--- src/rtl/mqsb_ram.sv ---
module mqsb_ram #(
  parameter int WIDTH = 8,
  parameter int DEPTH = 16
) (
  input  logic                     clk,
  input  logic                     wr_en,
  input  logic [$clog2(DEPTH)-1:0] wr_addr,
  input  logic [WIDTH-1:0]         wr_data,
  input  logic                     rd_en,
  input  logic [$clog2(DEPTH)-1:0] rd_addr,
  output logic [WIDTH-1:0]         rd_data
);

  logic [WIDTH-1:0] mem [DEPTH];

  always_ff @(posedge clk) begin
    if (wr_en) begin
      mem[wr_addr] <= wr_data;
    end
    // read data holds while no read is issued
    if (rd_en) begin
      rd_data <= mem[rd_addr];
    end
  end

endmodule

--- config.mk ---
export PLATFORM = sky130hd
export DESIGN_NAME = mqsb_ram
export DESIGN_NICKNAME = d
export VERILOG_FILES = /design/src/rtl/mqsb_ram.sv
export SDC_FILE = /design/constraint.sdc
export NUM_CORES = 1
export LEC_CHECK = 0
export BUFFER_PORTS_ARGS = -buffer_cell sky130_fd_sc_hd__buf_2
export CORE_MARGIN = 4
export CORE_UTILIZATION = 54
export CTS_BUF_LIST = sky130_fd_sc_hd__clkbuf_16
export CTS_CLUSTER_SIZE = 10
export DETAILED_ROUTE_END_ITERATION = 8
export GPL_TIMING_DRIVEN = 0
export PLACE_DENSITY_LB_ADDON = 0.05
export SYNTH_ARGS = -nofsm -noshare
export SYNTH_HDL_FRONTEND = slang
export SYNTH_SLANG_ARGS = --single-unit
--- constraint.sdc ---
create_clock -name clk -period 1.6 [get_ports clk]
set_input_delay 0.08 -clock clk [delete_from_list [all_inputs] [get_ports clk]]
set_output_delay 0.08 -clock clk [all_outputs]
set_load 0.005 [all_outputs]
## Word-level counts from Yosys, hierarchy flattened

Memories as Yosys holds them, arrays and structs flattened. A register that Yosys moved wholly into a read port is not among the register bits.
Cells that the tools add are included.

- RAM bits: 128
- Bits of input ports: 19
- Output and inout port bits: 8
- Register bits after elaboration: 0
- Word-level logic and storage cells: 3
- Memories kept: 1

Memory list:

| memory | depth | width | rd ports | clocked after memory_dff | write ports | RTL line | source |
|---|---|---|---|---|---|---|---|
| mem | 16 | 8 | 1 | 1 | 1 | 14 | `logic [WIDTH-1:0] mem [DEPTH];` |

- Multiplexer cells: 2

Operators with widths:

| kind | count |
|---|---|
| $mux 1 | 2 |

## Longest topological paths before layout

Gate-level depths: netlist (run 1).

- Depth in word-level cells: 2
- Depth in mapped cells: 5
- Depth with buffers taken out: 3

## Worst setup path after synthesis (run 1)

OpenSTA, ideal clock, no wires.

- Kind: input to register
- Start point: in wr_addr[2]
- End point: mem mem[0][0] (enable)
- Required time: 1217 ps
- Cell stages on the path: 2
- Arrival: 1190 ps
- Buffers on the path: 0
- Slack: 27 ps
- Library setup time: 383 ps
- Cell sequence: or3b_2 nor3_1

RTL lines:

| what | RTL line | source |
|---|---|---|
| from (decl) | 7 | `input logic [$clog2(DEPTH)-1:0] wr_addr,` |
| to (decl) | 14 |  |

No word-level cell before the write port.

==> results by group, run 1 <==
Setup path
  • CP Launch Type: register
  • WS Path Type: reg -> reg
  • CP Capture Type: register
  • CP Cell Sequence: mux4_1 -> a22oi_2 -> nand2_1
  • R2R cell count: 3
  • CP max FO: 1
  • Slowest CP cell: mux4_1
  • Reg2Reg Setup Slack: ~0.11 ns
  • Worst path required time: approximately 1.8 ns
  • R2r startpoint: mem[5][0]
  • CP peak stage delay: between 0.5 and 0.6 ns
  • CP Data Arrival Time: roughly 1.6 ns
  • Worst r2r dst: rd_data[0]

Drt
  • Routed Antenna Nets: 0
  • Initial DRT Pass Iterations: 4
  • DR vias: between 2000 and 2500
  • Number of remaining DRC errors: 0
  • Initial DRC Count: 238
  • Final WL: just under 10000 um
  • Via density: just under 6
  • WL per Instance: 23.5 um

Die
  • Initial Util: 0.560
  • Io pins: 27
  • Die footprint: 11300 um2
  • Die Span Y: 106 um
  • FP Rows: 35
  • Core area: between 9000 and 10000 um2
  • Die W: around 110 um

Finish
  • Area growth syn-to-layout: 17.5%
  • Final nets: 292
  • Final std cell area, no fill: between 6000 and 7000 um2
  • Diodes inserted: 0
  • Layout cells sized above 1: 0.304

Pwr
  • Leak: 2.06 nW
  • Max VDD drop: 939 uV
  • Pwr per Cell Area: about 1400 nW/um2

Synth
  • Most used flip-flop cell after synthesis: edfxtp_1
  • Commonest cells post-synth: edfxtp_1 (136), mux4_2 (18), a22oi_1 (16), mux4_1 (14), nor2_1 (13)
  • Syn_area_per_cell: 22.8 um2
  • Async SR Flop Fraction: 0
  • Synth Net Count: approximately 250
  • Post-synthesis sequential area ratio: 0.781
  • Area contributors post-synth: edfxtp_1 (78%), mux4_2 (7.8%), mux4_1 (7.0%)
  • Post-synth EDFFs: approximately 140
  • Synth Register Bits: 136
  • Most frequent cell after synthesis: edfxtp_1
  • Distinct cells, synth: 18
  • Syn Inst Count: between 200 and 250
  • Post-Syn Area: ~5200 um2
  • Area share of the leading cell type in the synthesized netlist: 0.781
  • Yosys warning total: 0
  • Yosys top cell by area: edfxtp_1

Place
  • RD Place Congestion: 0.721
  • Placed cell area: roughly 5500 um2
  • Detailed Place HPWL: ~6100 um
  • Port bufs: 25

Run status
  • Outcome: finished clean

Clocking
  • H-tree Lvls: 4
  • Clock-pin slew on the worst setup and hold paths: around 0.060 ns
  • CTS Hold Bufs: 0
  • Clock buffer count from CTS: 17
  • Later-pin clock latency in the skew report: 0.40 ns
  • Clock Path Buffers: 2
  • Clk sink count: about 140
  • Postcts setup bufs: 0
  • Root Buffer: clkbuf_16
  • CTS tree: built

Hold path
  • Hold path start: rd_en
  • Worst min-delay path category: in -> reg
  • WHS Endpoint: rd_data[0]
  • Hold depth: 1

Timing
  • Post-layout min period: around 1.5 ns
  • Least-Margin Pin Slew: approximately 1.3 ns
  • RSZ-0062 raised after global routing: false
  • Slew Viols, Final: 0
  • Worst Clk Skew: around 0.0077 ns
  • F_max: ~670 MHz
  • Final hold violation count: 0
  • Fin Setup TNS: 0 ns
  • Final setup vio count: 0
  • Slew HR: 0.155
  • Tcrit/Tclk final: 0.934

Global route
  • Met1 GRT Util: 0.274
  • M2 GR Usage: 0.289
  • Grt ovf: 0
  • Gr usage total: 0.190
  • Gr busiest metal: met2
  • Pin count of the biggest net entering global routing: 17
  • First-pass GRT wire length: 15000 um
  • Met3 Usage GRT: 0.0455
  • Via count of the first global-routing pass: approximately 2500
  • Antenna violations before repair: 0

Run
  • Maxcap violations: 0
cell usage in the layout, fill, tap and decap left out:
master	n
clkinvlp_4	1
nor3_1	2
nand3b_1	2
clkdlybuf4s25_2	3
buf_2	28
nand2_1	9
nand2b_1	2
nor2_1	13
nor3_2	2
buf_4	1
clkinv_2	4
and2b_1	1
or3b_2	1
bufinv_16	4
buf_6	3
clkinv_4	3
clkinv_1	2
a22oi_2	2
inv_1	1
a22oi_1	14
nand3_1	1
clkbuf_16	17
edfxtp_1	136
mux4_2	18
nor2b_1	1
and2_1	1
mux4_1	14
where the power goes:
| part | internal [mW] | total [mW] | switching (mW) |
|---|---|---|---|
| logic | 0.156 | 0.377 | 0.221 |
| registers | 4.02 | 4.03 | 0.0168 |
| clock network | 2.58 | 3.95 | 1.36 |
| total | 6.75 | 8.36 | 1.60 |
per-stage QoR:
stage                     total power [mW]  setup slack (ns)  cells  hold WS, ns   util
after floorplan                       4.31            0.0271    229        0.179      -
after global placement                4.47            -0.588    383        0.423  0.591
after detailed placement              4.49            -0.627    383        0.438  0.591
after CTS                             8.41           0.00623    415       0.0116  0.658
after global routing                  8.60            0.0384    415       0.0114  0.659
final                                 8.36             0.106    415       0.0240  0.659
cell type report:
cell class                      count  area (um2)
Sequential cell                   136        4080
Multi-Input combinational cell     83        1080
Fill cell                         624        3180
Buffer                             10        86.3
Clock buffer                       17         425
Tap cell                          129         161
Clock inverter                     15         185
Timing Repair Buffer               25         125
routing by layer:
layer	vias to the layer above	wire, um	share of wire
li1	1072	-	-
met2	81	4690	0.48
met1	1261	4380	0.45
met4	0	91	0.0093
met3	10	599	0.061
met5	-	0	0
state kept, by name, summed over array words and instances, names as in the netlist:
| signal | count |
|---|---|
| mem | 128 |
| rd_data | 8 |
cells by family after synthesis:
logic type | count (synthesis) | share of synthesized area
buffers and inverters | 10 | 0.0165
and+or+nand+nor | 35 | 0.0314
DFF | 136 | 0.781
muxes | 32 | 0.148
AOI/OAI and AO/OA | 16 | 0.0230
timing repair:
action / 4_1_cts / 5_1_grt
pin swaps: 0 / 0
endpoints found under the setup margin: 9 / 1
gates resized for setup: 2 / 1
worst max-delay path by stage:
stage,startpoint,end,slack [ns],cells past startpoint
6_report,mem[5][0],rd_data[0],0.11,3
5_1_grt,mem[1][2],rd_data[2],0.04,3
4_1_cts,mem[5][3],rd_data[3],0.006,3
3_5_place_dp,wr_addr[2],mem[0][7],-0.63,3
3_3_place_gp,wr_addr[2],mem[0][7],-0.59,3
2_1_floorplan,wr_addr[2],mem[0][0],0.03,2
critical path, delay by kind of cell (launching register included):
| family | cells | cell delay [ns] |
|---|---|---|
| compound gates | 1 | 0.21 |
| flops | 1 | 0.37 |
| mux | 1 | 0.55 |
| simple gates | 1 | 0.10 |
No activity file was read; power rests on OpenSTA's default activity.
==> run 2, diff against run 1 <==
--- a/config.mk
+++ b/config.mk
@@ -7,7 +7,7 @@
 export LEC_CHECK = 0
 export BUFFER_PORTS_ARGS = -buffer_cell sky130_fd_sc_hd__buf_2
 export CORE_MARGIN = 4
-export CORE_UTILIZATION = 54
+export CORE_UTILIZATION = 49
 export CTS_BUF_LIST = sky130_fd_sc_hd__clkbuf_16
 export CTS_CLUSTER_SIZE = 10
 export DETAILED_ROUTE_END_ITERATION = 8
==> run 2 against run 1 <==
  * Wire length up 0.37%
  * Clock skew shrank 0.00055 ns
  * Non-clock buffer count unchanged
  * Sequential power about the same
  * First-iteration DRC count shrank 22%
  * Core utilization shrank 7.1 points
  * Clock power decreased by 6.1%
  * Maximum frequency down 2.6%
  * Final cell count is 1.4% higher
==> results by group, run 2 (synthesis results as in run 1) <==
Run status
  • Outcome: finished clean

Die
  • Die footprint: 12400 um2 (+9.4%)
  • Initial Util: 0.504 (-0.0563)
  • Die W: 111 um (+4.6%)
  • Die Span Y: 111 um (+4.6%)
  • FP Rows: 37 (+5.7%)
  • Io pins: 27 (unchanged)
  • Core area: 10400 um2 (+11%)

Place
  • Dpl ws: -0.537 ns (+0.0896 ns)
  • RD Place Congestion: 0.731 (+1.3%)
  • Detailed Place HPWL: 6130 um (-0.26%)
  • Placed cell area: 5520 um2 (+0.16%)
  • DP Cell Count: 390 (+1.8%)
  • Port bufs: 25 (unchanged)

Setup path
  • Slowest CP cell: mux4_1
  • Reg2Reg Setup Slack: 0.07 ns (-0.04 ns)
  • R2r startpoint: mem[1][0]
  • Worst r2r dst: rd_data[0]
  • R2R cell count: 3 (unchanged)
  • Worst path required time: 1.74 ns (about the same)
  • CP Capture Type: register
  • CP peak stage delay: 0.51 ns (-0.04 ns)
  • CP max FO: 1 (unchanged)
  • CP Launch Type: register
  • WS Path Type: reg -> reg
  • CP Cell Sequence: mux4_1 -> a22oi_1 -> nand2_1
  • CP Data Arrival Time: 1.67 ns (+0.03 ns)

Clocking
  • Later-pin clock latency in the skew report: 0.40 ns (about the same)
  • CTS tree: built
  • Clock-pin slew on the worst setup and hold paths: 0.06 ns (about the same)
  • Root Buffer: clkbuf_16
  • H-tree Lvls: 4 (unchanged)
  • Clk sink count: 136 (unchanged)
  • Clock buffer count from CTS: 17 (unchanged)
  • Clock Path Buffers: 2 (unchanged)
  • CTS Hold Bufs: 0 (unchanged)

Run
  • Maxcap violations: 0 (unchanged)

Timing
  • F_max: 652 MHz (-2.6%)
  • Slew HR: 0.128 (-0.0270)
  • Fin Setup TNS: 0 ns (unchanged)
  • Tcrit/Tclk final: 0.958 (+0.0245)
  • Post-layout min period: 1.53 ns (+0.0392 ns)
  • Least-Margin Pin Slew: 1.30 ns (+0.0402 ns)
  • Fin Hold WS: 0.0160 ns (-0.00802 ns)
  • Final setup vio count: 0 (unchanged)
  • Slew Viols, Final: 0 (unchanged)
  • RSZ-0062 raised after global routing: false
  • Final hold violation count: 0 (unchanged)
  • Worst Clk Skew: 0.00718 ns (-0.000552 ns)
  • Final setup margin: 0.0671 ns (-0.0392 ns)

Finish
  • Final nets: 292 (unchanged)
  • Final std cell area, no fill: 6100 um2 (-0.75%)
  • Layout cells sized above 1: 0.284 (-0.0200)
  • Biggest register: mem
  • Fill count: 780 (+25%)
  • Commonest non-fill, non-tap cell in the layout: edfxtp_1
  • Most frequent cells in the layout: edfxtp_1 (136), buf_2 (28), mux4_2 (18)
  • Area growth syn-to-layout: 16.7%
  • Finished Layout Cells: 421 (+1.4%)
  • Biggest regs: mem: 128 flops, rd_data: 8 flops
  • Area of the multi-input gates: 1070 um2 (-0.93%)
  • Register Area: 4080 um2 (unchanged)
  • Largest register FFs: 128 (unchanged)
  • Diodes inserted: 0 (unchanged)

Drt
  • WL per Instance: 23.3 um (-1.1%)
  • Initial DRC Count: 185 (-22%)
  • Number of remaining DRC errors: 0 (unchanged)
  • Final WL: 9800 um (+0.37%)
  • Routed Antenna Nets: 0 (unchanged)
  • DR vias: 2345 (-3.3%)
  • Via density: 5.57 (-4.6%)
  • Initial DRT Pass Iterations: 4 (unchanged)

Global route
  • Via count of the first global-routing pass: 2457 (-2.8%)
  • First-pass GRT wire length: 14800 um (-1.2%)
  • Antenna violations before repair: 0 (unchanged)
  • Gr usage total: 0.168 (-0.0227)
  • Pin count of the biggest net entering global routing: 17 (unchanged)
  • Grt ovf: 0 (unchanged)

Hold path
  • Hold depth: 1 (unchanged)
  • Worst min-delay path category: in -> reg
  • WHS Endpoint: rd_data[4]
  • Hold path start: rd_en

Pwr
  • Max VDD drop: 666 uV (-29%)
  • Leak: 2.04 nW (-1.1%)
  • Pwr per Cell Area: 1330 nW/um2 (-2.0%)
run 2: area by class of cell:
class,count,share of cell area
repair buffers,25,0.0205
multi-input cells,83,0.175
plain buffers,10,0.0142
well taps,136,0.0279
clock inverters,14,0.0230
clock buffers,17,0.0698
flip-flops and latches,136,0.670
run 2: power by group:
part / internal [mW] / switching [mW]
Clock: 2.39 / 1.32
Combinational: 0.155 / 0.221
Sequential: 4.02 / 0.0153
Total: 6.56 / 1.56
run 2: through the flow:
step	power [mW]	utilization
after CTS	8.19	0.588
after floorplan	4.31	-
after global routing	8.39	0.588
final	8.12	0.588
after global placement	4.48	0.533
after detailed placement	4.49	0.533
run 2: what timing repair did:
item | CTS | global route
setup endpoints to repair | 9 | 0
gates resized for setup | 2 | 0
setup buffers | 0 | 0
run 2: per-layer routing:
metal | vias up | track usage | routed length, um
met5 | - | 0 | 0
met4 | 0 | 0.0479 | 123
met3 | 13 | 0.0540 | 487
met2 | 68 | 0.252 | 4590
met1 | 1195 | 0.238 | 4600
li1 | 1069 | - | -
run 2: worst max path at each step:
| stage | startpoint | end | depth (start not counted) |
|---|---|---|---|
| finish | mem[1][0] | rd_data[0] | 3 |
| global route | mem[1][0] | rd_data[0] | 3 |
| CTS | mem[1][0] | rd_data[0] | 3 |
| detailed placement | wr_addr[2] | mem[0][2] | 3 |
| global placement | wr_addr[2] | mem[0][2] | 3 |
| floorplan | wr_addr[2] | mem[0][0] | 2 |
run 2: worst max-delay path: cells and delay by family (launching register included):
kind / cells / cell delay (ns)
muxes: 1 / 0.51
DFF: 1 / 0.36
AOI/OAI and AO/OA: 1 / 0.30
and+or+nand+nor: 1 / 0.11
==> run 3, diff against run 2 <==
--- a/config.mk
+++ b/config.mk
@@ -12,6 +12,7 @@
 export CTS_CLUSTER_SIZE = 10
 export DETAILED_ROUTE_END_ITERATION = 8
 export GPL_TIMING_DRIVEN = 0
+export MAX_ROUTING_LAYER = met4
 export PLACE_DENSITY_LB_ADDON = 0.05
 export SYNTH_ARGS = -nofsm -noshare
 export SYNTH_HDL_FRONTEND = slang
==> run 3 against run 2 <==
  * Register-to-register slack hardly changed
  * Wire length is 0.88% lower
  * Flip-flop and latch count stayed put
  * Maximum frequency is 0.35% higher
  * Die area stayed put
  * Worst setup slack better by 0.0053 ns
  * Sequential share of layout area stayed put
  * Global-route usage is 0.45 points higher
  * Design area stayed put
  * Combinational power hardly changed
  * Clock skew is 0.0016 ns lower
  * Sequential power hardly changed
  * Critical path type unchanged
  * Largest power group unchanged
==> results by group, run 3 (synthesis results as in run 1) <==
Global route
  • Antenna violations before repair: 0 (unchanged)
  • Via count of the first global-routing pass: 2477 (+0.81%)
  • First-pass GRT wire length: 14800 um (-0.24%)
  • Grt ovf: 0 (unchanged)
  • Gr usage total: 0.172 (+0.00454)
  • Pin count of the biggest net entering global routing: 17 (unchanged)

Pwr
  • Net Sw Power: 1.54 mW (-1.0%)
  • Leak: 2.04 nW (unchanged)
  • Internal power: 6.56 mW (about the same)
  • Pwr per Cell Area: 1330 nW/um2 (-0.19%)
  • Max VDD drop: 663 uV (-0.43%)
  • Comb pwr share: 0.046 (about the same)
  • Sequential power share: 0.497 (about the same)
  • Clock power share: 0.457 (about the same)
  • Switching Fraction: 0.190 (-0.00162)

Clocking
  • Later-pin clock latency in the skew report: 0.40 ns (about the same)
  • H-tree Lvls: 4 (unchanged)
  • Clock Path Buffers: 2 (unchanged)
  • Clock buffer count from CTS: 17 (unchanged)
  • CTS Hold Bufs: 0 (unchanged)
  • Root Buffer: clkbuf_16
  • CTS tree: built
  • Clock-pin slew on the worst setup and hold paths: 0.06 ns (about the same)
  • Clk sink count: 136 (unchanged)

Timing
  • RSZ-0062 raised after global routing: false
  • Final setup vio count: 0 (unchanged)
  • Slew HR: 0.134 (+0.00583)
  • Final hold violation count: 0 (unchanged)
  • Tcrit/Tclk final: 0.955 (-0.00332)
  • Least-Margin Pin Slew: 1.29 ns (-0.00868 ns)
  • F_max: 655 MHz (+0.35%)
  • Final setup margin: 0.0724 ns (+0.00530 ns)
  • Post-layout min period: 1.53 ns (-0.00530 ns)
  • Worst Clk Skew: 0.00563 ns (-0.00155 ns)
  • Slew Viols, Final: 0 (unchanged)

Hold path
  • Hold depth: 1 (unchanged)
  • WHS Endpoint: rd_data[6]
  • Hold path start: rd_en
  • Worst min-delay path category: in -> reg

Finish
  • Area of the multi-input gates: 1070 um2 (unchanged)
  • Final nets: 292 (unchanged)
  • Finished Layout Cells: 421 (unchanged)
  • Biggest register: mem
  • Commonest non-fill, non-tap cell in the layout: edfxtp_1
  • Register Area: 4080 um2 (unchanged)
  • Layout cells sized above 1: 0.284 (unchanged)
  • Largest register FFs: 128 (unchanged)
  • Diodes inserted: 0 (unchanged)
  • Final core utilization: 0.588 (unchanged)
  • Area growth syn-to-layout: 16.7% (unchanged)
  • Final std cell area, no fill: 6100 um2 (unchanged)
  • Fill count: 780 (unchanged)
  • Biggest regs: mem: 128 flops, rd_data: 8 flops
  • Most frequent cells in the layout: edfxtp_1 (136), buf_2 (28), mux4_2 (18)

Setup path
  • CP Capture Type: register
  • WS Path Type: reg -> reg
  • CP peak stage delay: 0.51 ns (about the same)
  • CP Cell Sequence: mux4_1 -> a22oi_1 -> nand2_1
  • Worst r2r dst: rd_data[0]
  • CP delay by family, top: multiplexers
  • Reg2Reg Setup Slack: 0.07 ns (about the same)
  • Worst path required time: 1.74 ns (about the same)
  • Crit path buf inv count: 0 (unchanged)
  • R2r startpoint: mem[1][0]
  • CP Launch Type: register
  • CP max FO: 1 (unchanged)
  • Slowest CP cell: mux4_1
  • R2R cell count: 3 (unchanged)
  • CP Data Arrival Time: 1.67 ns (about the same)

Drt
  • Via density: 5.54 (-0.47%)
  • Routed Antenna Nets: 0 (unchanged)
  • DR vias: 2334 (-0.47%)
  • Number of remaining DRC errors: 0 (unchanged)
  • Initial DRT Pass Iterations: 5 (+1)
  • WL per Instance: 23.1 um (-0.88%)
  • Final WL: 9710 um (-0.88%)
  • Initial DRC Count: 179 (-3.2%)

Run status
  • Outcome: finished clean

Place
  • Dpl ws: -0.537 ns (unchanged)
  • DP Cell Count: 390 (unchanged)
  • Detailed Place HPWL: 6130 um (unchanged)
  • RD Place Congestion: 0.740 (+1.2%)
  • Port bufs: 25 (unchanged)
  • Placed cell area: 5520 um2 (unchanged)

Die
  • Initial Util: 0.504 (unchanged)
  • Die footprint: 12400 um2 (unchanged)
  • Die W: 111 um (unchanged)
  • Die Span Y: 111 um (unchanged)
  • FP Rows: 37 (unchanged)
  • Io pins: 27 (unchanged)
  • Core area: 10400 um2 (unchanged)

Run
  • Maxcap violations: 0 (unchanged)
==> run 3: cell counts in the layout (fill, tap and decap cells not counted) <==
Identical to the previous run, type by type.
==> run 3: worst max-delay path by stage <==
stage | slack (ns) | cells after the start | from | to
3_3_place_gp | -0.57 | 3 | wr_addr[2] | mem[0][2]
5_1_grt | 0.03 | 3 | mem[1][0] | rd_data[0]
6_report | 0.07 | 3 | mem[1][0] | rd_data[0]
4_1_cts | 0.05 | 3 | mem[1][0] | rd_data[0]
2_1_floorplan | 0.03 | 2 | wr_addr[2] | mem[0][0]
3_5_place_dp | -0.54 | 3 | wr_addr[2] | mem[0][2]
==> run 3: stage by stage <==
stage	setup TNS [ns]	hold WS (ns)	power (mW)
6_report	0	0.0238	8.11
5_1_grt	0	0.0156	8.38
4_1_cts	0	0.00652	8.19
3_5_place_dp	-14.24	0.425	4.49
3_3_place_gp	-14.26	0.424	4.48
2_1_floorplan	0	0.179	4.31
==> run 3: layout make-up <==
type                       instances  area share
buffer                            10      0.0142
clock buffer                      17      0.0698
clock inverter                    14      0.0230
multi-input combinational         83       0.175
sequential                       136       0.670
tap                              136      0.0279
timing repair buffer              25      0.0205
==> run 3: layer usage <==
metal / share of wire / GRT usage
met3: 0.067 / 0.0513
met1: 0.45 / 0.238
met5: 0 / -
met4: 0.013 / 0.0503
met2: 0.47 / 0.252
==> run 3: power by group through the flow <==
stage	Sequential, mW	Clock [mW]	Combinational [mW]
2_1_floorplan	4.10	0	0.203
6_report	4.03	3.70	0.374
3_3_place_gp	4.10	0	0.377
3_5_place_dp	4.11	0	0.381
4_1_cts	4.03	3.78	0.384
5_1_grt	4.04	3.94	0.408
==> run 3: worst register-to-register path, cell delays in order, from the launching register on <==
cell and delay, ns:
edfxtp_1 0.36, mux4_1 0.51, a22oi_1 0.29, nand2_1 0.11
==> run 3: what timing repair did <==
action / in CTS / in global routing
buffers inserted: 0 / 0
resized for setup: 2 / 0
setup endpoints to repair: 9 / 0
